--- src/suas_pkg.sv ---
// shared types and constants for the stereo ultrasonic approach step
`timescale 1ns / 1ps

package suas_pkg;

   localparam int DIST_WIDTH_DEF = 16;
   localparam int PWM_W          = 10;
   localparam int CSR_AW         = 5;
   localparam int CSR_DW         = 32;

   localparam logic [PWM_W-1:0] PWM_MAX = 10'd1023;

   // register reset values
   localparam logic [15:0]      STOP_DISTANCE_RST = 16'd80;
   localparam logic [23:0]      STOP_HORIZON_RST  = 24'd300000;
   localparam logic [15:0]      CENTER_BAND_RST   = 16'd64;
   localparam logic [PWM_W-1:0] BASE_PWM_RST      = 10'd910;
   localparam logic [PWM_W-1:0] STEER_DELTA_RST   = 10'd70;

   // register index, byte address is 4x this
   typedef enum logic [2:0] {
      REG_STOP_DISTANCE = 3'd0,
      REG_STOP_HORIZON  = 3'd1,
      REG_CENTER_BAND   = 3'd2,
      REG_BASE_PWM      = 3'd3,
      REG_STEER_DELTA   = 3'd4
   } csr_reg_type;

   localparam logic [1:0] SECTOR_NONE   = 2'd0;
   localparam logic [1:0] SECTOR_LEFT   = 2'd1;
   localparam logic [1:0] SECTOR_RIGHT  = 2'd2;
   localparam logic [1:0] SECTOR_CENTER = 2'd3;

   // what one sensor lane reports
   typedef struct packed {
      logic             near;
      logic [PWM_W-1:0] pwm;
   } lane_out_type;

   // predictor side conditions
   typedef struct packed {
      logic closer;
      logic elapsed_nz;
   } pred_flags_type;

endpackage

--- src/suas_pred.sv ---
// approach predictor lane: cross products against one history choice, registered
`timescale 1ns / 1ps

module suas_pred import suas_pkg::*; #(
   parameter int DIST_WIDTH = DIST_WIDTH_DEF
) (
   input  logic                   clock,
   input  logic                   load,
   input  logic [DIST_WIDTH-1:0]  cur,
   input  logic [31:0]            now,
   input  logic [DIST_WIDTH-1:0]  prev_dist,
   input  logic [31:0]            prev_time,
   input  logic [15:0]            stop_distance,
   input  logic [23:0]            stop_horizon,
   output pred_flags_type         flags_ff,
   output logic [DIST_WIDTH+31:0] lhs_ff,
   output logic [DIST_WIDTH+23:0] rhs_ff
);

   localparam int LHS_W = DIST_WIDTH + 32;
   localparam int RHS_W = DIST_WIDTH + 24;

   logic [31:0]           elapsed;
   logic [DIST_WIDTH-1:0] margin;
   logic [DIST_WIDTH-1:0] closing;
   pred_flags_type        flags_in;
   logic [LHS_W-1:0]      lhs_in;
   logic [RHS_W-1:0]      rhs_in;

   // margin and closing only matter when they are positive
   always_comb begin
      elapsed = now - prev_time;
      margin  = cur - DIST_WIDTH'(stop_distance);
      closing = prev_dist - cur;
      lhs_in  = LHS_W'(margin) * LHS_W'(elapsed);
      rhs_in  = RHS_W'(closing) * RHS_W'(stop_horizon);
      flags_in.closer     = cur < prev_dist;
      flags_in.elapsed_nz = elapsed != '0;
   end

   always_ff @(posedge clock) begin
      if (load) begin
         flags_ff <= flags_in;
         lhs_ff   <= lhs_in;
         rhs_ff   <= rhs_in;
      end
   end

endmodule

--- config.mk ---
export PLATFORM = sky130hd
export DESIGN_NAME = suas_pred
export DESIGN_NICKNAME = d
export VERILOG_FILES = /design/src/suas_pkg.sv /design/src/suas_pred.sv
export SDC_FILE = /design/constraint.sdc
export NUM_CORES = 2
export LEC_CHECK = 0
export BUFFER_PORTS_ARGS = -buffer_cell sky130_fd_sc_hd__buf_4
export CAP_MARGIN = 20
export CORE_ASPECT_RATIO = 0.5
export CORE_MARGIN = 5
export CORE_UTILIZATION = 30
export CTS_BUF_LIST = sky130_fd_sc_hd__clkbuf_4 sky130_fd_sc_hd__clkbuf_8
export DETAILED_ROUTE_END_ITERATION = 7
export PLACE_DENSITY = 0.43
export SETUP_SLACK_MARGIN = 0.02
export SYNTH_ARGS = -nofsm -noshare
export SYNTH_HDL_FRONTEND = slang
export SYNTH_SLANG_ARGS = --single-unit
--- constraint.sdc ---
create_clock -name clock -period 22.6 [get_ports clock]
set_input_delay 3.39 -clock clock [delete_from_list [all_inputs] [get_ports clock]]
set_output_delay 3.39 -clock clock [all_outputs]
set_load 0.01 [all_outputs]
==> impl_metrics.ini <==
[floorplan]
start_util = 0.3033
fp.dieH_microns = 249.1
fp-row-count = 87
design.die.area_sq_um = 121600
fp.coreArea_sq_um = 113100
pin_count = 228
die_x_microns = 488.2

[job]
drv_cap = 0

[worst_hold_path]
min_path_type = in -> reg
hold_start = load
min_path_cells = 1

[cells_and_area]
mostFrequentLayoutCells = inv_1, fa_1, nand2_1
final_common_cell = inv_1
area_delta_synth_final_pct = 11.81
seqCellArea_sq_um = 2703
fill_cells = 11800
drive_gt1_frac = 0.08849
multi_input_area_sq_um = 28010
nNetsFinal = 5212

[clock_network]
clk_pin_slew_worst_paths_ns = 0.14
clockRootBuffer = clkbuf_8
clockBufferDepth = 2
cts_resized = 0
cts_tree = built
htreeDepth = 3
numCtsBuffers = 9
cts.sinks = 90
cts.hold.buffers_added = 0
post_cts_buffers = 0

[grt]
grt_overflow = 0
antenna_found_initial = 1
grtUsageTotal = 0.1826
grt_pass1_wl_microns = 172500
grt_max_degree = 54
grt_pass1_vias = 28880

[timing]
fin_crit_sh = 0.5753
worst_pin_slew_ns = 1.118
fin_tns_setup_ns = 0
drv_slew = 0
hold_viol_final = 0
fmax_ghz = 0.07691
maxSlewHeadroom = 0.2510
finalSetupViolations = 0
grt_setup_unrepaired = no
fin_crit_ns = 13.00

[yosys]
synth_warnings = 0
async_reset_ff_frac = 0
synth_seq_cells = 90
synth_enable_flop_cells = 90
avgSynthCellArea_sq_um = 8.788
synth_ff_type = edfxtp_1
syn_inst = 3903
ys_types = 64
yosysSeqAreaShare = 0.07879
synth_fp_nets = 5063
syn-cell-area_sq_um = 34300

[critical_path]
crit_arrival_ns = 13.19
path_common_cell = fa_1
cpPeakStageDelay_ns = 0.74
required_ns = 22.79
crit_start = cur[0]
cpMaxStageDelayCell = nor4_1
crit_type = in -> reg
cp-end-kind = flip-flop
critPathMaxFanout = 32
worst_setup_path_start_kind = input port

[drt]
detail-route-antenna-nets = 0
vias = 26160
dr.pass1.iters = 5
finalWirelength_microns = 108900
drt_iter0_drc = 1203
drcViolationCount = 0
wl_per_cell_microns = 19.54
viasPerCell = 4.695

[placed_design]
portBuffers = 227
gp_congestion = 0.8395
hpwlAfterDp_microns = 86970

[outcome]
status = completed
==> worst max-delay path: cells and delay by family <==
family	cells	cell delay [ns]
XOR/XNOR	2	0.26
buffers and inverters	7	0.66
adder cells (fa/ha/maj)	9	3.93
AO/OA/AOI/OAI	12	3.14
AND/OR/NAND/NOR	6	1.77
==> registers in the layout (all words and copies together) (netlist names) <==
| register | flops |
|---|---|
| rhs_ff | 40 |
| lhs_ff | 48 |
| flags_ff | 2 |
==> per-stage QoR <==
stage	cells	worst slack, ns	area (sq um)	hold WS [ns]	util
finish	5572	9.598	38350	3.415	0.3391
global route	5571	9.140	38350	3.413	0.3391
CTS	5568	9.753	38320	3.387	0.3388
detailed placement	5552	9.254	38140	3.800	0.3372
global placement	5552	9.232	38140	3.799	0.3372
floorplan	3903	11.20	34300	3.503	-
==> logic make-up (layout without fill, tap and decap cells) <==
family | Yosys count | after routing | synth area share
XOR/XNOR | 155 | 155 | 0.03958
buffers and inverters | 1044 | 1198 | 0.1143
AO/OA/AOI/OAI | 384 | 384 | 0.07234
adder cells (fa/ha/maj) | 1022 | 1022 | 0.5319
other | 0 | 2 | 0
multiplexers | 2 | 2 | 0.0006201
flip-flops | 90 | 90 | 0.07879
AND/OR/NAND/NOR | 1206 | 1206 | 0.1625
==> cell type report <==
| type | instances | area share |
|---|---|---|
| antenna | 2 | 0.0001305 |
| clock buffer | 10 | 0.003426 |
| clock inverter | 6 | 0.001305 |
| inverter | 886 | 0.08672 |
| multi-input combinational | 2769 | 0.7304 |
| sequential | 90 | 0.07047 |
| tap | 1513 | 0.04936 |
| timing repair buffer | 296 | 0.05814 |
==> path summary, 6_finish.rpt <==
kind	end
min	lhs_ff[3]
max	lhs_ff[46]
==> routing by layer <==
metal	global-route usage	share of wire	up-vias	wire, microns
met5	0	0	-	0
li1	-	-	12040	-
met2	0.3340	0.51	446	55880
met1	0.2406	0.44	13600	48200
met4	0.02987	0.015	0	1639
met3	0.01139	0.029	76	3137
==> synth_stat cells, drive strengths merged, types with 66 or more instances <==
master | count | share of area
a21o | 66 | 0.014
a21oi | 118 | 0.017
and2 | 177 | 0.032
clkbuf | 156 | 0.017
edfxtp | 90 | 0.079
fa | 727 | 0.42
ha | 295 | 0.11
inv | 886 | 0.097
nand2 | 534 | 0.058
nand2b | 82 | 0.015
nor2 | 233 | 0.025
o21ai | 70 | 0.010
xnor2 | 105 | 0.027
Power is not shown: default switching activity piles up to over one toggle a cycle in this logic, so the estimate is an artifact.
