**src/suas_pkg.sv**
```systemverilog
// shared types and constants for the stereo ultrasonic approach step
`timescale 1ns / 1ps

package suas_pkg;

   localparam int DIST_WIDTH_DEF = 16;
   localparam int PWM_W          = 10;
   localparam int CSR_AW         = 5;
   localparam int CSR_DW         = 32;

   localparam logic [PWM_W-1:0] PWM_MAX = 10'd1023;

   // register reset values
   localparam logic [15:0]      STOP_DISTANCE_RST = 16'd80;
   localparam logic [23:0]      STOP_HORIZON_RST  = 24'd300000;
   localparam logic [15:0]      CENTER_BAND_RST   = 16'd64;
   localparam logic [PWM_W-1:0] BASE_PWM_RST      = 10'd910;
   localparam logic [PWM_W-1:0] STEER_DELTA_RST   = 10'd70;

   // register index, byte address is 4x this
   typedef enum logic [2:0] {
      REG_STOP_DISTANCE = 3'd0,
      REG_STOP_HORIZON  = 3'd1,
      REG_CENTER_BAND   = 3'd2,
      REG_BASE_PWM      = 3'd3,
      REG_STEER_DELTA   = 3'd4
   } csr_reg_type;

   localparam logic [1:0] SECTOR_NONE   = 2'd0;
   localparam logic [1:0] SECTOR_LEFT   = 2'd1;
   localparam logic [1:0] SECTOR_RIGHT  = 2'd2;
   localparam logic [1:0] SECTOR_CENTER = 2'd3;

   // what one sensor lane reports
   typedef struct packed {
      logic             near;
      logic [PWM_W-1:0] pwm;
   } lane_out_type;

   // predictor side conditions
   typedef struct packed {
      logic closer;
      logic elapsed_nz;
   } pred_flags_type;

endpackage

```
**src/suas_lane.sv**
```systemverilog
// one sensor side: nearer-side test and steered wheel pwm
`timescale 1ns / 1ps

module suas_lane import suas_pkg::*; #(
   parameter int DIST_WIDTH = DIST_WIDTH_DEF
) (
   input  logic                  own_valid,
   input  logic [DIST_WIDTH-1:0] own_dist,
   input  logic                  oth_valid,
   input  logic [DIST_WIDTH-1:0] oth_dist,
   input  logic [15:0]           center_band,
   input  logic [PWM_W-1:0]      base_pwm,
   input  logic [PWM_W-1:0]      steer_delta,
   output lane_out_type          lane_out
);

   localparam int CMP_W = (DIST_WIDTH > 16) ? DIST_WIDTH : 16;

   logic [DIST_WIDTH-1:0] diff;
   logic                  off_center;
   logic                  own_closer;
   logic                  far;
   logic [PWM_W:0]        up_sum;
   logic [PWM_W-1:0]      fast_pwm;
   logic [PWM_W-1:0]      slow_pwm;

   always_comb begin
      diff       = (own_dist > oth_dist) ? (own_dist - oth_dist) : (oth_dist - own_dist);
      off_center = CMP_W'(diff) > CMP_W'(center_band);
      own_closer = own_dist < oth_dist;
      lane_out.near = own_valid && (!oth_valid || (own_closer && off_center));
      far           = oth_valid && (!own_valid || (!own_closer && off_center));
      up_sum   = {1'b0, base_pwm} + {1'b0, steer_delta};
      fast_pwm = up_sum[PWM_W] ? PWM_MAX : up_sum[PWM_W-1:0];
      slow_pwm = (base_pwm < steer_delta) ? '0 : (base_pwm - steer_delta);
      if (lane_out.near) begin
         lane_out.pwm = slow_pwm;
      end else if (far) begin
         lane_out.pwm = fast_pwm;
      end else begin
         lane_out.pwm = base_pwm;
      end
   end

endmodule

```
**config.mk**
```make
export PLATFORM = sky130hd
export DESIGN_NAME = suas_lane
export DESIGN_NICKNAME = d
export VERILOG_FILES = /design/src/suas_pkg.sv /design/src/suas_lane.sv
export SDC_FILE = /design/constraint.sdc
export NUM_CORES = 1
export LEC_CHECK = 0
export BUFFER_PORTS_ARGS = -buffer_cell sky130_fd_sc_hd__buf_2
export CAP_MARGIN = 20
export CORE_MARGIN = 1
export CORE_UTILIZATION = 45
export DETAILED_ROUTE_END_ITERATION = 7
export PLACE_DENSITY_LB_ADDON = 0.12
export SLEW_MARGIN = 20
export SYNTH_ARGS = -nofsm -noshare
export SYNTH_HDL_FRONTEND = slang
export SYNTH_SLANG_ARGS = --single-unit
```
**constraint.sdc**
```tcl
create_clock -name vclk -period 8.6
set_input_delay 0.43 -clock vclk [all_inputs]
set_output_delay 0.43 -clock vclk [all_outputs]
set_load 0.01 [all_outputs]
```
==> metrics.txt <==
row cnt=29; most frequent cells after synthesis=inv_1 (76), ha_1 (67), a21oi_1 (39); cell with the most instances after synthesis=inv_1; port bufs=81; first-pass detailed-route iteration total=7; Die Area=between 0.007 and 0.008 mm²; Starting Density=between 40% and 50%; n_diodes=0; initial antenna violation count=0; TNS Setup=0 ns; status=finished, violations left; fmax=roughly 160 MHz; Die Wd=approximately 84 µm; area grow syn2layout=14.2%; DR WL/cell=13.7 µm; Routed WL=~8000 µm; GRT Overall Usage=between 20% and 30%; Die Y=around 84 µm; Slew Limit Headroom=44.3%; Hold Path Class=input pin to output port; layout cells sized above 1=19.1%; VDD IR max=around 0.042 mV; CP cell instances=buf_2 > inv_1 > ha_1 > inv_1 > fa_1 > and3_1 > o2111ai_1 > a211oi_2 > nor2_2 > or2_1 > a31oi_1 > a41oi_1 > xnor2_1 > ha_1 > nand3_1 > or4_1 > a21o_1 > a31oi_1 > a31o_2 > nand2_1 > a21oi_1 > o211ai_1 > buf_2; final hold viol count=0; CP arrival=just under 6 ns; largest net degree at the start of global routing=19; Synth Cell Area=0.00305 mm²; cts repair resizes=0; critical path launch point type=input pin; total number of vias=~3300; critical path capture point type=output port; share of Yosys cell area claimed by the top area cell type=27.5%; total gr overflow=0; Critical-path top delay cell=or2_1; CP max FO=18; sequential cell count=0; Worst-Margin Slew=0.835 ns; Leak=approximately 0.0019 µW; postcts setup bufs=0; post-layout power=294 µW; Storage cell area=0 µm²; Synth Instances=between 400 and 500; Tcrit/Tclk final=about 74%; antenna viol nets, final=0; Layout Nets=652; io pins=81; Placed Cells=roughly 590; P per Cell Area=84.4 mW/mm²; MaxCap Viol Count=0; slowest stage delay, CP=between 0.7 and 0.8 ns; core area=approximately 0.0065 mm²; pre-CTS WS=~2.2 ns; WHS Endpoint=lane_out[0]; Min Hold Slack=1.27 ns; Finished Layout Cells=~590; Hold Crit Depth=4; failing checks=design-rule violations; worst path required time=roughly 8.2 ns; unrepaired setup endpoints after global routing=false; vias in the first global route=3146; synthesized net count=580; DRC Markers=15; CTS Hold Buffers Added=0; HPWL reported at the end of detailed placement=slightly below 7000 µm; worst hold start=steer_delta[0]; fill cell count=a little under 700; proportion of synthesized chip area in sequential cells=0%; Netlist cell types=62; GPL Wtd Cong=about 0.87; WS Path Type=input pin to output port; initial drt markers=approximately 180; Synth area leader=ha_1; Final WS setup=2.20 ns; synth warn=0; vias per std cell=around 5.6; max-slew violation count=0; Avg Inst Size Synth=roughly 7 µm²; first-pass GRT wire length=13800 µm; synth top area cells=ha_1 (28%), inv_1 (9.4%), a21oi_1 (6.4%); layout clock buffer count=0; minimum clock period=about 6.4 ns; final setup fails=0
[how the worst max path moves through the flow]
stage	from	end	slack (ns)	depth (start not counted)
3_5_place_dp	own_dist[0]	lane_out[7]	2.24	23
6_report	own_dist[0]	lane_out[7]	2.20	23
5_1_grt	own_dist[0]	lane_out[7]	1.83	23
4_1_cts	own_dist[0]	lane_out[4]	2.24	23
3_3_place_gp	own_dist[0]	lane_out[4]	2.46	23
2_1_floorplan	own_dist[0]	lane_out[7]	3.56	23
[cell type report]
cell class	count	area, µm²	share of cell area (%)
multi-input cells	351	2690	77.2
repair buffers	82	413	11.9
well taps	77	96.3	2.77
inverters	76	285	8.20
[worst max-delay path: cells and delay by family]
kind	cells	cell delay, ns
buf+inv	4	0.37
xor+xnor	1	0.10
simple gates	6	2.08
fa+ha+maj	3	0.86
compound gates	9	2.14
[per-layer routing]
| layer | global-route usage [%] | routed length, µm |
|---|---|---|
| met5 | 0 | 0 |
| met2 | 39.2 | 3550 |
| met4 | 1.25 | 0 |
| met1 | 32.0 | 4070 |
| met3 | 1.87 | 391 |
[cell usage in the layout (no fill, tap or decap), types with 4 or more instances in the layout]
master    synthesis  final
a21o_1           16     16
and2_1            6      6
xor2_1           10     10
nor3_1            5      5
o22ai_1           8      8
nand2_1          15     15
nor2_1           38     38
fa_1              4      4
or2_2             4      4
xnor2_1          12     12
o21ai_0          20     20
and3_1            6      6
o211ai_1          5      5
inv_1            76     76
nand4_1           6      6
buf_2             6     81
o21a_1            7      7
ha_1             67     67
nor2b_1           6      6
a21oi_1          39     39
mux2i_1           5      5
nand2b_1          4      4
a211oi_1          5      5
nand3_1          11     11
[per-stage QoR]
step,cell area (µm²),utilization (%)
4_1_cts,3480,53.9
5_1_grt,3480,53.9
3_5_place_dp,3480,53.9
6_report,3480,53.9
3_3_place_gp,3480,53.9
2_1_floorplan,3050,-
[kinds of logic after synthesis]
kind of cell             Yosys count  share of synthesized area (%)
AO/OA/AOI/OAI                    136                           30.1
multiplexers                       7                           2.50
XOR/XNOR                          22                           6.32
adder cells (fa/ha/maj)           71                           30.1
buffers and inverters             88                           11.9
AND/OR/NAND/NOR                  115                           19.0
[power by group]
group          internal, µW  switching [µW]
Combinational           129             165
Sequential                0               0
Clock                     0               0
Total                   129             165
Note: power is estimated with default switching activity, not from simulation.
